<file path="config.mk">
export PLATFORM = sky130hd
export DESIGN_NAME = i2c_bit_level_master
export DESIGN_NICKNAME = d
export VERILOG_FILES = /design/src/sv/i2cbm_pkg.sv /design/src/sv/i2cbm_seq.sv /design/src/sv/i2cbm_obuf.sv /design/src/sv/i2c_bit_level_master.sv
export SDC_FILE = /design/constraint.sdc
export NUM_CORES = 1
export LEC_CHECK = 0
export BUFFER_PORTS_ARGS = -buffer_cell sky130_fd_sc_hd__buf_2
export CAP_MARGIN = 10
export CELL_PAD_IN_SITES_DETAIL_PLACEMENT = 1
export CELL_PAD_IN_SITES_GLOBAL_PLACEMENT = 2
export CORE_MARGIN = 3
export CORE_UTILIZATION = 43
export CTS_BUF_LIST = sky130_fd_sc_hd__clkbuf_2 sky130_fd_sc_hd__clkbuf_4 sky130_fd_sc_hd__clkbuf_8
export CTS_CLUSTER_SIZE = 25
export DETAILED_ROUTE_END_ITERATION = 10
export GPL_TIMING_DRIVEN = 1
export PLACE_DENSITY = 0.95
export RECOVER_POWER = 100
export SYNTH_ARGS = -nofsm -noshare
export SYNTH_HDL_FRONTEND = slang
export SYNTH_SLANG_ARGS = --single-unit
</file>
<file path="constraint.sdc">
create_clock -name clk_i -period 11.4 [get_ports clk_i]
set_clock_uncertainty 0.1 [all_clocks]
set_input_delay 2.28 -clock clk_i [delete_from_list [all_inputs] [get_ports clk_i]]
set_output_delay 2.28 -clock clk_i [all_outputs]
set_load 0.05 [all_outputs]
</file>
<file path="src/sv/i2cbm_pkg.sv">
`timescale 1ns / 1ps
// ----------------------------------------------------------------------------
// i2cbm_pkg
// Shared types, codes and the micro-sequence table of the I2C bit-level master.
// ----------------------------------------------------------------------------
package i2cbm_pkg;

  localparam int unsigned StepW  = 6;
  localparam int unsigned OpW    = 5;
  localparam logic [StepW-1:0] StepIdle = 6'd63;
  localparam logic [StepW-1:0] RomLen   = 6'd62;
  localparam logic [7:0] MsbMask        = 8'h80;
  localparam logic [3:0] ResetClocks    = 4'd9;
  localparam logic [3:0] ByteBits       = 4'd8;
  localparam logic [7:0] HalfPeriodRst  = 8'd9;
  localparam logic [7:0] StretchRst     = 8'd20;

  // configuration register indexes
  localparam logic [1:0] REG_ENABLE  = 2'd0;
  localparam logic [1:0] REG_HALF    = 2'd1;
  localparam logic [1:0] REG_STRETCH = 2'd2;

  // command opcodes
  localparam logic [3:0] CMD_NONE  = 4'd0;
  localparam logic [3:0] CMD_START = 4'd1;
  localparam logic [3:0] CMD_STOP  = 4'd2;
  localparam logic [3:0] CMD_ACK   = 4'd3;
  localparam logic [3:0] CMD_NACK  = 4'd4;
  localparam logic [3:0] CMD_SEND  = 4'd5;
  localparam logic [3:0] CMD_READ  = 4'd6;
  localparam logic [3:0] CMD_RACK  = 4'd7;
  localparam logic [3:0] CMD_RESET = 4'd8;
  localparam logic [3:0] CMD_PROBE = 4'd9;

  // status codes
  localparam logic [2:0] STS_OK      = 3'd0;
  localparam logic [2:0] STS_NACK    = 3'd1;
  localparam logic [2:0] STS_MODE    = 3'd2;
  localparam logic [2:0] STS_LOST    = 3'd3;
  localparam logic [2:0] STS_TIMEOUT = 3'd4;

  // micro-operations
  localparam logic [OpW-1:0] U_SCL0      = 5'd0;
  localparam logic [OpW-1:0] U_SCL1      = 5'd1;
  localparam logic [OpW-1:0] U_SDA0      = 5'd2;
  localparam logic [OpW-1:0] U_SDA1      = 5'd3;
  localparam logic [OpW-1:0] U_SDABIT    = 5'd4;
  localparam logic [OpW-1:0] U_CHK       = 5'd5;
  localparam logic [OpW-1:0] U_DLY       = 5'd6;
  localparam logic [OpW-1:0] U_SHIFTIN   = 5'd7;
  localparam logic [OpW-1:0] U_LOOPSEND  = 5'd8;
  localparam logic [OpW-1:0] U_LOOP8     = 5'd9;
  localparam logic [OpW-1:0] U_LOOP9     = 5'd10;
  localparam logic [OpW-1:0] U_STRETCH   = 5'd11;
  localparam logic [OpW-1:0] U_END_START = 5'd12;
  localparam logic [OpW-1:0] U_END_STOP  = 5'd13;
  localparam logic [OpW-1:0] U_END_SEND  = 5'd14;
  localparam logic [OpW-1:0] U_END_READ  = 5'd15;
  localparam logic [OpW-1:0] U_END_RACK  = 5'd16;
  localparam logic [OpW-1:0] U_END       = 5'd17;

  // sequence entry points
  localparam logic [StepW-1:0] E_START = 6'd0;
  localparam logic [StepW-1:0] E_STOP  = 6'd10;
  localparam logic [StepW-1:0] E_BIT   = 6'd17;
  localparam logic [StepW-1:0] E_SEND  = 6'd28;
  localparam logic [StepW-1:0] E_READ  = 6'd40;
  localparam logic [StepW-1:0] E_RACK  = 6'd48;
  localparam logic [StepW-1:0] E_RESET = 6'd55;

  typedef struct packed {
    logic [OpW-1:0]   op;
    logic [StepW-1:0] target;
  } micro_t;

  typedef struct packed {
    logic       sda_level;
    logic       scl_level;
    logic [7:0] cmd_byte;
    logic [3:0] opcode;
  } item_t;

  typedef struct packed {
    logic       master_enable;
    logic [7:0] half_period_ticks;
    logic [7:0] stretch_limit;
  } cfg_t;

  typedef struct packed {
    logic [StepW-1:0] step;
    logic [3:0]       cmd;
    logic [7:0]       shift;
    logic [3:0]       bit_cnt;
    logic [7:0]       dly_cnt;
    logic [7:0]       str_cnt;
    logic             scl;
    logic             sda;
    logic [7:0]       rd;
    logic             ack;
  } seq_t;

  // first member sits in the top bits, so scl_drive lands in bit 0
  typedef struct packed {
    logic [7:0] read_byte;
    logic [2:0] status;
    logic       done_res;
    logic       busy_res;
    logic       sda_drive;
    logic       scl_drive;
  } res_t;

  function automatic micro_t rom_rd(input logic [StepW-1:0] idx);
    micro_t m;
    m = '{op: U_END, target: '0};
    case (idx)
      // start
      6'd0:  m.op = U_SDA1;
      6'd1:  m.op = U_CHK;
      6'd2:  m.op = U_SCL1;
      6'd3:  m.op = U_DLY;
      6'd4:  m.op = U_SDA0;
      6'd5:  m.op = U_DLY;
      6'd6:  m.op = U_CHK;
      6'd7:  m.op = U_SCL0;
      6'd8:  m.op = U_DLY;
      6'd9:  m.op = U_END_START;
      // stop
      6'd10: m.op = U_SDA0;
      6'd11: m.op = U_CHK;
      6'd12: m.op = U_SCL1;
      6'd13: m.op = U_DLY;
      6'd14: m.op = U_SDA1;
      6'd15: m.op = U_CHK;
      6'd16: m.op = U_END_STOP;
      // ack / nack
      6'd17: m.op = U_SCL0;
      6'd18: m.op = U_DLY;
      6'd19: m.op = U_SDABIT;
      6'd20: m.op = U_CHK;
      6'd21: m.op = U_SCL1;
      6'd22: m.op = U_DLY;
      6'd23: m.op = U_SCL0;
      6'd24: m.op = U_DLY;
      6'd25: m.op = U_SDA1;
      6'd26: m.op = U_CHK;
      6'd27: m.op = U_END;
      // send
      6'd28: m.op = U_SCL0;
      6'd29: m.op = U_DLY;
      6'd30: m.op = U_SDABIT;
      6'd31: m.op = U_CHK;
      6'd32: m.op = U_SCL1;
      6'd33: m.op = U_DLY;
      6'd34: m = '{op: U_LOOPSEND, target: E_SEND};
      6'd35: m.op = U_SCL0;
      6'd36: m.op = U_DLY;
      6'd37: m.op = U_SDA1;
      6'd38: m.op = U_CHK;
      6'd39: m.op = U_END_SEND;
      // read
      6'd40: m.op = U_SDA1;
      6'd41: m.op = U_SCL1;
      6'd42: m.op = U_DLY;
      6'd43: m.op = U_SHIFTIN;
      6'd44: m.op = U_SCL0;
      6'd45: m.op = U_DLY;
      6'd46: m = '{op: U_LOOP8, target: E_READ + 6'd1};
      6'd47: m.op = U_END_READ;
      // read ack
      6'd48: m.op = U_SDA1;
      6'd49: m.op = U_SCL1;
      6'd50: m.op = U_DLY;
      6'd51: m.op = U_STRETCH;
      6'd52: m.op = U_SCL0;
      6'd53: m.op = U_DLY;
      6'd54: m.op = U_END_RACK;
      // bus reset
      6'd55: m.op = U_SCL1;
      6'd56: m.op = U_DLY;
      6'd57: m.op = U_SCL0;
      6'd58: m.op = U_DLY;
      6'd59: m = '{op: U_LOOP9, target: E_RESET};
      6'd60: m.op = U_SCL1;
      6'd61: m.op = U_END;
      default: m.op = U_END;
    endcase
    return m;
  endfunction

  function automatic logic [StepW-1:0] entry_of(input logic [3:0] opc);
    logic [StepW-1:0] e;
    case (opc)
      CMD_START, CMD_PROBE: e = E_START;
      CMD_STOP:             e = E_STOP;
      CMD_ACK, CMD_NACK:    e = E_BIT;
      CMD_SEND:             e = E_SEND;
      CMD_READ:             e = E_READ;
      CMD_RACK:             e = E_RACK;
      CMD_RESET:            e = E_RESET;
      default:              e = E_START;
    endcase
    return e;
  endfunction

endpackage

</file>
<file path="src/sv/i2cbm_seq.sv">
`timescale 1ns / 1ps
// ----------------------------------------------------------------------------
// i2cbm_seq
// One tick of the micro-sequencer: next state and the result of the tick.
// ----------------------------------------------------------------------------
module i2cbm_seq (
  input  i2cbm_pkg::seq_t  st_i,
  input  i2cbm_pkg::item_t item_i,
  input  i2cbm_pkg::cfg_t  cfg_i,
  output i2cbm_pkg::seq_t  st_o,
  output i2cbm_pkg::res_t  res_o
);

  i2cbm_pkg::seq_t   nx;
  i2cbm_pkg::micro_t m;
  logic [5:0]        nstep;
  logic              done;
  logic [2:0]        status;
  logic              probe;
  logic [7:0]        hp;
  logic [8:0]        dly_inc;
  logic [3:0]        bit_inc;
  logic [3:0]        lim;

  assign hp      = (cfg_i.half_period_ticks == 8'd0) ? 8'd1 : cfg_i.half_period_ticks;
  assign probe   = (st_i.cmd == i2cbm_pkg::CMD_PROBE);
  assign m       = i2cbm_pkg::rom_rd(st_i.step);
  assign dly_inc = {1'b0, st_i.dly_cnt} + 9'd1;
  assign bit_inc = st_i.bit_cnt + 4'd1;
  assign lim     = (m.op == i2cbm_pkg::U_LOOP9) ? i2cbm_pkg::ResetClocks : i2cbm_pkg::ByteBits;

  always_comb begin
    nx     = st_i;
    nstep  = st_i.step + 6'd1;
    done   = 1'b0;
    status = i2cbm_pkg::STS_OK;
    if (st_i.step >= i2cbm_pkg::RomLen) begin
      nx.step = i2cbm_pkg::StepIdle;
      if (item_i.opcode inside {[i2cbm_pkg::CMD_START : i2cbm_pkg::CMD_PROBE]}) begin
        if (!cfg_i.master_enable) begin
          done   = 1'b1;
          status = i2cbm_pkg::STS_MODE;
        end else begin
          nx.cmd  = item_i.opcode;
          nx.step = i2cbm_pkg::entry_of(item_i.opcode);
          if (item_i.opcode == i2cbm_pkg::CMD_ACK) begin
            nx.shift = 8'd0;
          end else if (item_i.opcode == i2cbm_pkg::CMD_NACK) begin
            nx.shift = i2cbm_pkg::MsbMask;
          end else begin
            nx.shift = item_i.cmd_byte;
          end
          nx.bit_cnt = 4'd0;
          nx.dly_cnt = 8'd0;
          nx.str_cnt = 8'd0;
          nx.ack     = 1'b0;
        end
      end
    end else begin
      case (m.op)
        i2cbm_pkg::U_SCL0:   nx.scl = 1'b0;
        i2cbm_pkg::U_SCL1:   nx.scl = 1'b1;
        i2cbm_pkg::U_SDA0:   nx.sda = 1'b0;
        i2cbm_pkg::U_SDA1:   nx.sda = 1'b1;
        i2cbm_pkg::U_SDABIT: nx.sda = st_i.shift[7];
        i2cbm_pkg::U_CHK: begin
          if (item_i.sda_level != st_i.sda) begin
            done   = 1'b1;
            status = i2cbm_pkg::STS_LOST;
          end
        end
        i2cbm_pkg::U_DLY: begin
          if (dly_inc >= {1'b0, hp}) begin
            nx.dly_cnt = 8'd0;
          end else begin
            nx.dly_cnt = dly_inc[7:0];
            nstep      = st_i.step;
          end
        end
        i2cbm_pkg::U_SHIFTIN: nx.shift = {st_i.shift[6:0], item_i.sda_level};
        i2cbm_pkg::U_LOOPSEND, i2cbm_pkg::U_LOOP8, i2cbm_pkg::U_LOOP9: begin
          if (m.op == i2cbm_pkg::U_LOOPSEND) begin
            nx.shift = {st_i.shift[6:0], 1'b0};
          end
          if (bit_inc < lim) begin
            nx.bit_cnt = bit_inc;
            nstep      = m.target;
          end else begin
            nx.bit_cnt = 4'd0;
          end
        end
        i2cbm_pkg::U_STRETCH: begin
          nstep = st_i.step;
          if (st_i.dly_cnt != 8'd0) begin
            nx.dly_cnt = (dly_inc >= {1'b0, hp}) ? 8'd0 : dly_inc[7:0];
          end else if (item_i.scl_level) begin
            nx.ack = item_i.sda_level;
            nstep  = st_i.step + 6'd1;
          end else if (st_i.str_cnt >= cfg_i.stretch_limit) begin
            done   = 1'b1;
            status = i2cbm_pkg::STS_TIMEOUT;
          end else begin
            // each low check buys one more settling delay
            nx.str_cnt = st_i.str_cnt + 8'd1;
            nx.dly_cnt = (hp <= 8'd1) ? 8'd0 : 8'd1;
          end
        end
        i2cbm_pkg::U_END_START: begin
          if (probe) nstep = i2cbm_pkg::E_SEND;
          else done = 1'b1;
        end
        i2cbm_pkg::U_END_SEND: begin
          if (probe) nstep = i2cbm_pkg::E_RACK;
          else done = 1'b1;
        end
        i2cbm_pkg::U_END_RACK: begin
          if (probe) begin
            nstep = i2cbm_pkg::E_STOP;
          end else begin
            done   = 1'b1;
            status = {2'b00, st_i.ack};
          end
        end
        i2cbm_pkg::U_END_STOP: begin
          done   = 1'b1;
          status = probe ? {2'b00, st_i.ack} : i2cbm_pkg::STS_OK;
        end
        i2cbm_pkg::U_END_READ: begin
          nx.rd = st_i.shift;
          done  = 1'b1;
        end
        default: done = 1'b1;
      endcase
      nx.step = done ? i2cbm_pkg::StepIdle : nstep;
    end
  end

  assign st_o             = nx;
  assign res_o.scl_drive  = nx.scl;
  assign res_o.sda_drive  = nx.sda;
  assign res_o.busy_res   = (nx.step < i2cbm_pkg::RomLen);
  assign res_o.done_res   = done;
  assign res_o.status     = status;
  assign res_o.read_byte  = nx.rd;

endmodule

</file>
<file path="src/sv/i2cbm_obuf.sv">
`timescale 1ns / 1ps
// ----------------------------------------------------------------------------
// i2cbm_obuf
// Result register between the sequencer and the master-side stream.
// ----------------------------------------------------------------------------
module i2cbm_obuf (
  input  logic            clk_i,
  input  logic            rst_ni,
  input  logic            valid_i,
  output logic            ready_o,
  input  i2cbm_pkg::res_t res_i,
  output logic            valid_o,
  input  logic            ready_i,
  output i2cbm_pkg::res_t res_o
);

  logic            valid_q, valid_d;
  i2cbm_pkg::res_t res_q;

  assign ready_o = !valid_q || ready_i;
  assign valid_d = (valid_i && ready_o) || (valid_q && !ready_i);

  always_ff @(posedge clk_i or negedge rst_ni) begin
    if (!rst_ni) begin
      valid_q <= 1'b0;
    end else begin
      valid_q <= valid_d;
    end
  end

  always_ff @(posedge clk_i) begin
    if (valid_i && ready_o) begin
      res_q <= res_i;
    end
  end

  assign valid_o = valid_q;
  assign res_o   = res_q;

endmodule

</file>
<file path="src/sv/i2c_bit_level_master.sv">
`timescale 1ns / 1ps
// ----------------------------------------------------------------------------
// i2c_bit_level_master
// I2C master sequencer, one timing tick per stream request.
// ----------------------------------------------------------------------------
// Usage: each slave-side request is one prescaled tick carrying the sampled
// SCL/SDA levels and, while idle, a command opcode with its byte. Each tick
// yields exactly one master-side request with the pin drives, busy, done,
// status and the last read byte, in the order the ticks arrived.
// The cfg channel writes master_enable, half_period_ticks and stretch_limit
// by index; it is always ready. It is to be written by the user only while
// the block is idle; the block itself does not enforce that.
// A tick enters an input register, is processed by the combinational
// sequencer and its result is captured in the output register, which raises
// tvalid. Throughput is one tick per cycle while the receiver does not stall.
// When the receiver stalls the output register holds its result and the
// input register fills; s_axis_tready then drops until the result leaves.
// Reset leaves both pins released, the sequencer idle, master mode off,
// half period 9 and stretch limit 20.
// ----------------------------------------------------------------------------
module i2c_bit_level_master (
  input  logic        clk_i,
  input  logic        rst_ni,
  input  logic        s_axis_tvalid,
  output logic        s_axis_tready,
  // opcode[3:0], cmd_byte[11:4], scl_level[12], sda_level[13], zero[15:14]
  input  logic [15:0] s_axis_tdata,
  output logic        m_axis_tvalid,
  input  logic        m_axis_tready,
  // scl_drive[0], sda_drive[1], busy_res[2], done_res[3], status[6:4],
  // read_byte[14:7], zero[15]
  output logic [15:0] m_axis_tdata,
  input  logic        cfg_valid_i,
  output logic        cfg_ready_o,
  input  logic [1:0]  cfg_index_i,
  input  logic [7:0]  cfg_data_i
);

  logic             in_valid_q;
  i2cbm_pkg::item_t in_item_q;
  logic             adv;
  logic             ob_ready;
  i2cbm_pkg::cfg_t  cfg_q;
  i2cbm_pkg::seq_t  st_q, st_d;
  i2cbm_pkg::res_t  res_d, res_out;

  assign cfg_ready_o   = 1'b1;
  assign adv           = in_valid_q && ob_ready;
  assign s_axis_tready = !in_valid_q || ob_ready;

  always_ff @(posedge clk_i or negedge rst_ni) begin
    if (!rst_ni) begin
      cfg_q.master_enable     <= 1'b0;
      cfg_q.half_period_ticks <= i2cbm_pkg::HalfPeriodRst;
      cfg_q.stretch_limit     <= i2cbm_pkg::StretchRst;
    end else if (cfg_valid_i) begin
      case (cfg_index_i)
        i2cbm_pkg::REG_ENABLE:  cfg_q.master_enable     <= cfg_data_i[0];
        i2cbm_pkg::REG_HALF:    cfg_q.half_period_ticks <= cfg_data_i;
        i2cbm_pkg::REG_STRETCH: cfg_q.stretch_limit     <= cfg_data_i;
        default: ;
      endcase
    end
  end

  always_ff @(posedge clk_i or negedge rst_ni) begin
    if (!rst_ni) begin
      in_valid_q <= 1'b0;
    end else if (s_axis_tready) begin
      in_valid_q <= s_axis_tvalid;
    end
  end

  always_ff @(posedge clk_i) begin
    if (s_axis_tvalid && s_axis_tready) begin
      in_item_q <= s_axis_tdata[13:0];
    end
  end

  always_ff @(posedge clk_i or negedge rst_ni) begin
    if (!rst_ni) begin
      st_q <= '{step: i2cbm_pkg::StepIdle, scl: 1'b1, sda: 1'b1, default: '0};
    end else if (adv) begin
      st_q <= st_d;
    end
  end

  i2cbm_seq u_seq (
    .st_i   (st_q),
    .item_i (in_item_q),
    .cfg_i  (cfg_q),
    .st_o   (st_d),
    .res_o  (res_d)
  );

  i2cbm_obuf u_obuf (
    .clk_i   (clk_i),
    .rst_ni  (rst_ni),
    .valid_i (in_valid_q),
    .ready_o (ob_ready),
    .res_i   (res_d),
    .valid_o (m_axis_tvalid),
    .ready_i (m_axis_tready),
    .res_o   (res_out)
  );

  assign m_axis_tdata = {1'b0, res_out};

`ifndef SYNTH
  // a finished command leaves the sequencer idle
  a_done_not_busy: assert property (@(posedge clk_i) disable iff (!rst_ni)
    m_axis_tvalid && res_out.done_res |-> !res_out.busy_res)
    else $error("done reported while busy");

  // status is only meaningful on a done tick
  a_status_idle: assert property (@(posedge clk_i) disable iff (!rst_ni)
    m_axis_tvalid && !res_out.done_res |-> res_out.status == i2cbm_pkg::STS_OK)
    else $error("status set without done");

  // loop counter never passes the bus reset clock count
  a_bit_cnt: assert property (@(posedge clk_i) disable iff (!rst_ni)
    st_q.bit_cnt <= i2cbm_pkg::ResetClocks)
    else $error("bit counter out of range");

  // state moves only when a request is processed
  a_state_hold: assert property (@(posedge clk_i) disable iff (!rst_ni)
    !adv |=> $stable(st_q))
    else $error("sequencer state changed without a request");
`endif

endmodule

</file>
# Word level (Yosys, flattened, before mapping)
# Memories as Yosys holds them, arrays and structs flattened. A register that Yosys moved wholly into a read port is not among the register bits.
# Cells that the tools add are included.
[op_classes]
n_addsub = 4
n_lt_le_gt_ge = 8
eq_ne = 89
muxes = 62
reduce_logical = 39
[op_table]
columns = ["cell", "n"]
rows = [
  ["$eq A6 B6 Y1 const B", 29],
  ["$eq A6 B5 Y1 const B", 15],
  ["$pmux W5 S17", 1],
  ["$mux W38", 2],
  ["$mux W8", 9],
  ["$mux W6", 9],
  ["$eq A6 B4 Y1 const B", 8],
  ["$eq A5 B4 Y1 const B", 8],
  ["$pmux W6 S6", 1],
  ["$mux W16", 2],
  ["$pmux W8 S2", 2],
  ["$mux W28", 1],
  ["$eq A6 B3 Y1 const B", 4],
  ["$reduce_or A8 Y1", 3],
  ["$eq A5 B3 Y1 const B", 4],
  ["$mux W1", 19],
  ["$pmux W6 S3", 1],
  ["$reduce_or A16 Y1", 1],
  ["$mux W3", 5],
  ["$eq A6 B2 Y1 const B", 2],
  ["$mux W4", 3],
  ["$pmux W3 S4", 1],
  ["$reduce_and A6 Y1", 2],
  ["$eq A5 B2 Y1 const B", 2],
  ["other kinds (48)", 68],
]
[word_totals]
regBits = 97
rom_bits = 96
inputBits = 31
wordCells = 228
mem_count = 1
[mem_list]
columns = ["name", "words", "width", "read_ports", "rd_ports_with_merged_regs", "wr", "line_no", "rtl"]
rows = [
  ["(no name shown)", 16, 6, 1, 1, 0, "i2cbm_pkg.sv:192", "case (opc)"],
]

# Longest topological paths before layout
[depth]
depth_word = 11
mapped_depth = 16

# Cells and area by module
# From an unflattened synthesis, not the netlist that was laid out.
[hier_totals]
cells_unflattened = 721
area_unflattened_um2 = 7054.3
[modules_own_cells]
columns = ["mod", "instances", "cells_per_inst", "area_per_inst_um2"]
rows = [
  ["i2cbm_seq", 1, 539, 3542.1],
  ["i2c_bit_level_master", 1, 163, 3007.9],
  ["i2cbm_obuf", 1, 19, 504.2],
]

# Worst setup path after synthesis
# OpenSTA, ideal clock, no wires.
[synth_path]
path_type = "input to output"
start = "input port m_axis_tready"
end = "output port s_axis_tready"
arrival_ps = 2769
setup_slack_ps = 6251
path_stages = 1
n_path_buf = 0
cell_sequence = "nand3b_1"
[synth_via]
elab_chain_len = 2
[synth_lines]
columns = ["element", "line_no", "rtl"]
rows = [
  ["from (decl)", "i2c_bit_level_master.sv:29", "input logic m_axis_tready,"],
  ["$logic_or A1 B1 Y1", "i2cbm_obuf.sv:20", "assign ready_o = !valid_q || ready_i;"],
  ["$logic_or A1 B1 Y1", "i2c_bit_level_master.sv:49", "assign s_axis_tready = !in_valid_q || ob_ready;"],
  ["to (decl)", "i2c_bit_level_master.sv:25", "output logic s_axis_tready,"],
]
# Every way passes these cells.

==> flow_summary.ini <==
[timing]
finalSetupViolations = 0
worst_pin_slew_ns = 3.79
fin_crit_sh_pct = 48.4
fin_tns_setup_ns = 0
min_period_ns = 5.52
fmax_mhz = 181
rsz0062_at_grt = no
slew_headroom_pct = -153
final_max_slew_viol_count = 86
finalHoldViolations = 0

[synth]
syn_nets = 762
synth-edff-count = 29
synth_cells = 703
ys.flop_type = dfrtp_1
synth_top_area_share_pct = 20.9
yosysUniqueCellTypes = 88
syn_area_um2 = 6700
async_flop_share_pct = 66.0
ys_seq_area_share_pct = 40.4
yosysMostFrequentCell = nand2_1
synth_top_cell_by_area = dfrtp_1
ys_ff_latch = 103
yosysWarnings = 0
synth_commonest_cells = nand2_1, dfrtp_1, nor2_1, o21ai_0, mux2_2
syn_avg_cell_area_um2 = 9.53
synth_area_leaders = dfrtp_1, edfxtp_1, mux2_2, ha_1, dfstp_2

[floorplan]
die_height_um = 131
coreArea_um2 = 14900
num_io_pins = 50
die_x_um = 131
die_area_um2 = 17100
start_util_pct = 45.1
rows = 44

[power_and_ir_drop]
power_leakage_nw = 2.94
comb_power_share_pct = 56.6
power_frac_seq_pct = 31.8
p_switching_mw = 0.993
clockPowerShare_pct = 11.5
switching_share_pct = 51.2
power_density_nw_per_um2 = 276
finalPower_mw = 1.94
ir_drop_mv = 0.111
internal-power_mw = 0.947

[routing]
drt_first_iter_violations = 323
vias = 5476
dr.pass1.iters = 4
routed_wl_mm = 18.3
drc_errors = 0
wl_per_cell_um = 20.0
routed_via_density = 5.98
antenna_left = 0

[critical_path]
critPathMaxStageDelay_ns = 2.65
path_class = input port to asynchronous set/reset pin
worstPathCellList = buf_2, clkbuf_1
critPathLaunchType = input port
rr_startpoint = st_q[43]
crit_buf_inv = 2
required_ns = 10.94
worst_path_max_delay_cell = clkbuf_1
worst-endpoint-arrival_ns = 5.06
end_kind = asynchronous set/reset pin
crit_start = rst_ni
crit_family = buffers and inverters
cp_max_fo = 68

[clocking]
post_cts_buffers = 0
cts_buffers = 9
clk_pin_slew_ns = 0.11
clock-sinks = 103
cts_tree = done
cts.repair.resized = 0
clkLatencyLatePin_ns = 0.39
cts_max_path_buffers = 2
cts_max_level = 3
cts_hold_buffers = 0
clock-root-buffer = clkbuf_8

[layout]
fin_nets = 786
diodes = 0
area_delta_synth_final_pct = 5.03
drive_gt1_share_pct = 13.7

[global_routing]
grt_max_degree = 69
overflow = 0
antenna_found_initial = 0
grt_pass1_wl_mm = 29.9
grt_usage_pct = 22.2
grt_pass1_vias = 5593

[hold_path]
hp-class = flip-flop to flip-flop
min_from = st_q[10]

[run_status]
violations = capacitance limit, slew limit
outcome = finished, violations left

[place]
hpwl_mm = 13.5
port_buffers = 45
place_congestion = 0.917

[job]
cap_viol_max_count = 2
per-layer routing:
| layer | wire length, µm | GRT usage, % |
|---|---|---|
| met2 | 8720 | 36.6 |
| met4 | 346 | 6.96 |
| met1 | 8660 | 30.2 |
| met5 | 0 | 0 |
| met3 | 589 | 3.21 |
layout by cell type (no fill, tap or decap), types with 5 or more instances in the layout:
master / count
nand4b_1: 7
o21ai_0: 52
nand2_1: 66
nor2b_1: 7
and3_1: 8
o31ai_1: 8
clkbuf_1: 22
dfrtp_1: 56
a22oi_1: 7
clkbuf_8: 9
mux2_2: 33
mux2i_1: 15
or3_1: 8
nand3_1: 27
inv_1: 36
ha_1: 28
nand3b_1: 13
nor2_1: 49
buf_2: 24
dfstp_2: 11
nor4_1: 9
o21a_1: 5
mux2_1: 5
edfxtp_1: 29
o22ai_1: 6
a21oi_1: 32
o21ai_1: 6
xnor2_1: 12
a2111oi_0: 5
nor3_1: 15
nand4_1: 12
xor2_1: 9
nand2b_1: 14
dfxtp_1: 6
sequential cells by signal (all words and copies together), names as in the netlist, named ones only:
name	count
u_obuf.res_o	15
in_valid_q	1
u_obuf.valid_o	1
cfg_q	17
in_item_q	14
st_q	49
metrics by stage:
stage / utilization (%) / instances / setup slack (ns) / instance area, µm² / hold slack, ns
2_1_floorplan: - / 703 / 6.25 / 6700 / 0.339
3_3_place_gp: 46.8 / 900 / 6.24 / 6950 / 0.348
3_5_place_dp: 46.8 / 900 / 6.20 / 6950 / 0.356
4_1_cts: 48.0 / 916 / 6.20 / 7140 / 0.371
5_1_grt: 47.3 / 916 / 5.19 / 7030 / 0.422
6_report: 47.3 / 916 / 5.88 / 7030 / 0.370
final cells by class:
type | count | area, µm²
Inverter | 37 | 139
Clock buffer | 9 | 124
Sequential cell | 103 | 2710
Multi-Input combinational cell | 528 | 3550
Fill cell | 1725 | 7830
Timing Repair Buffer | 48 | 218
Clock inverter | 7 | 63.8
Tap cell | 184 | 230
power groups by stage:
stage	Sequential (mW)	Combinational, mW	Clock [mW]
2_1_floorplan	0.592	0.886	0
3_3_place_gp	0.612	1.11	0
3_5_place_dp	0.622	1.14	0
4_1_cts	0.616	1.15	0.230
5_1_grt	0.634	1.21	0.244
6_report	0.618	1.10	0.224
kinds of logic after synthesis:
group	share of synthesized area (%)
AO/OA/AOI/OAI	15.7
XOR/XNOR	2.75
adder cells (fa/ha/maj)	5.23
buffers and inverters	5.45
flip-flops	40.4
multiplexers	8.63
other	0.112
AND/OR/NAND/NOR	21.7
path summary, 6_finish.rpt:
kind / end / slack [ns] / cells past startpoint
setup / recovery: st_q[1] / 5.88 / 2
hold / removal: st_q[10] / 0.37 / 2
setup reg to reg: u_obuf.res_o[2] / 6.11 / 13
hold reg to reg: st_q[10] / 0.37 / 2
max in group clk_i: s_axis_tready / 6.03 / 3
min in group asynchronous: st_q[16] / 3.18 / 2
Note: power is estimated with default switching activity, not from simulation.
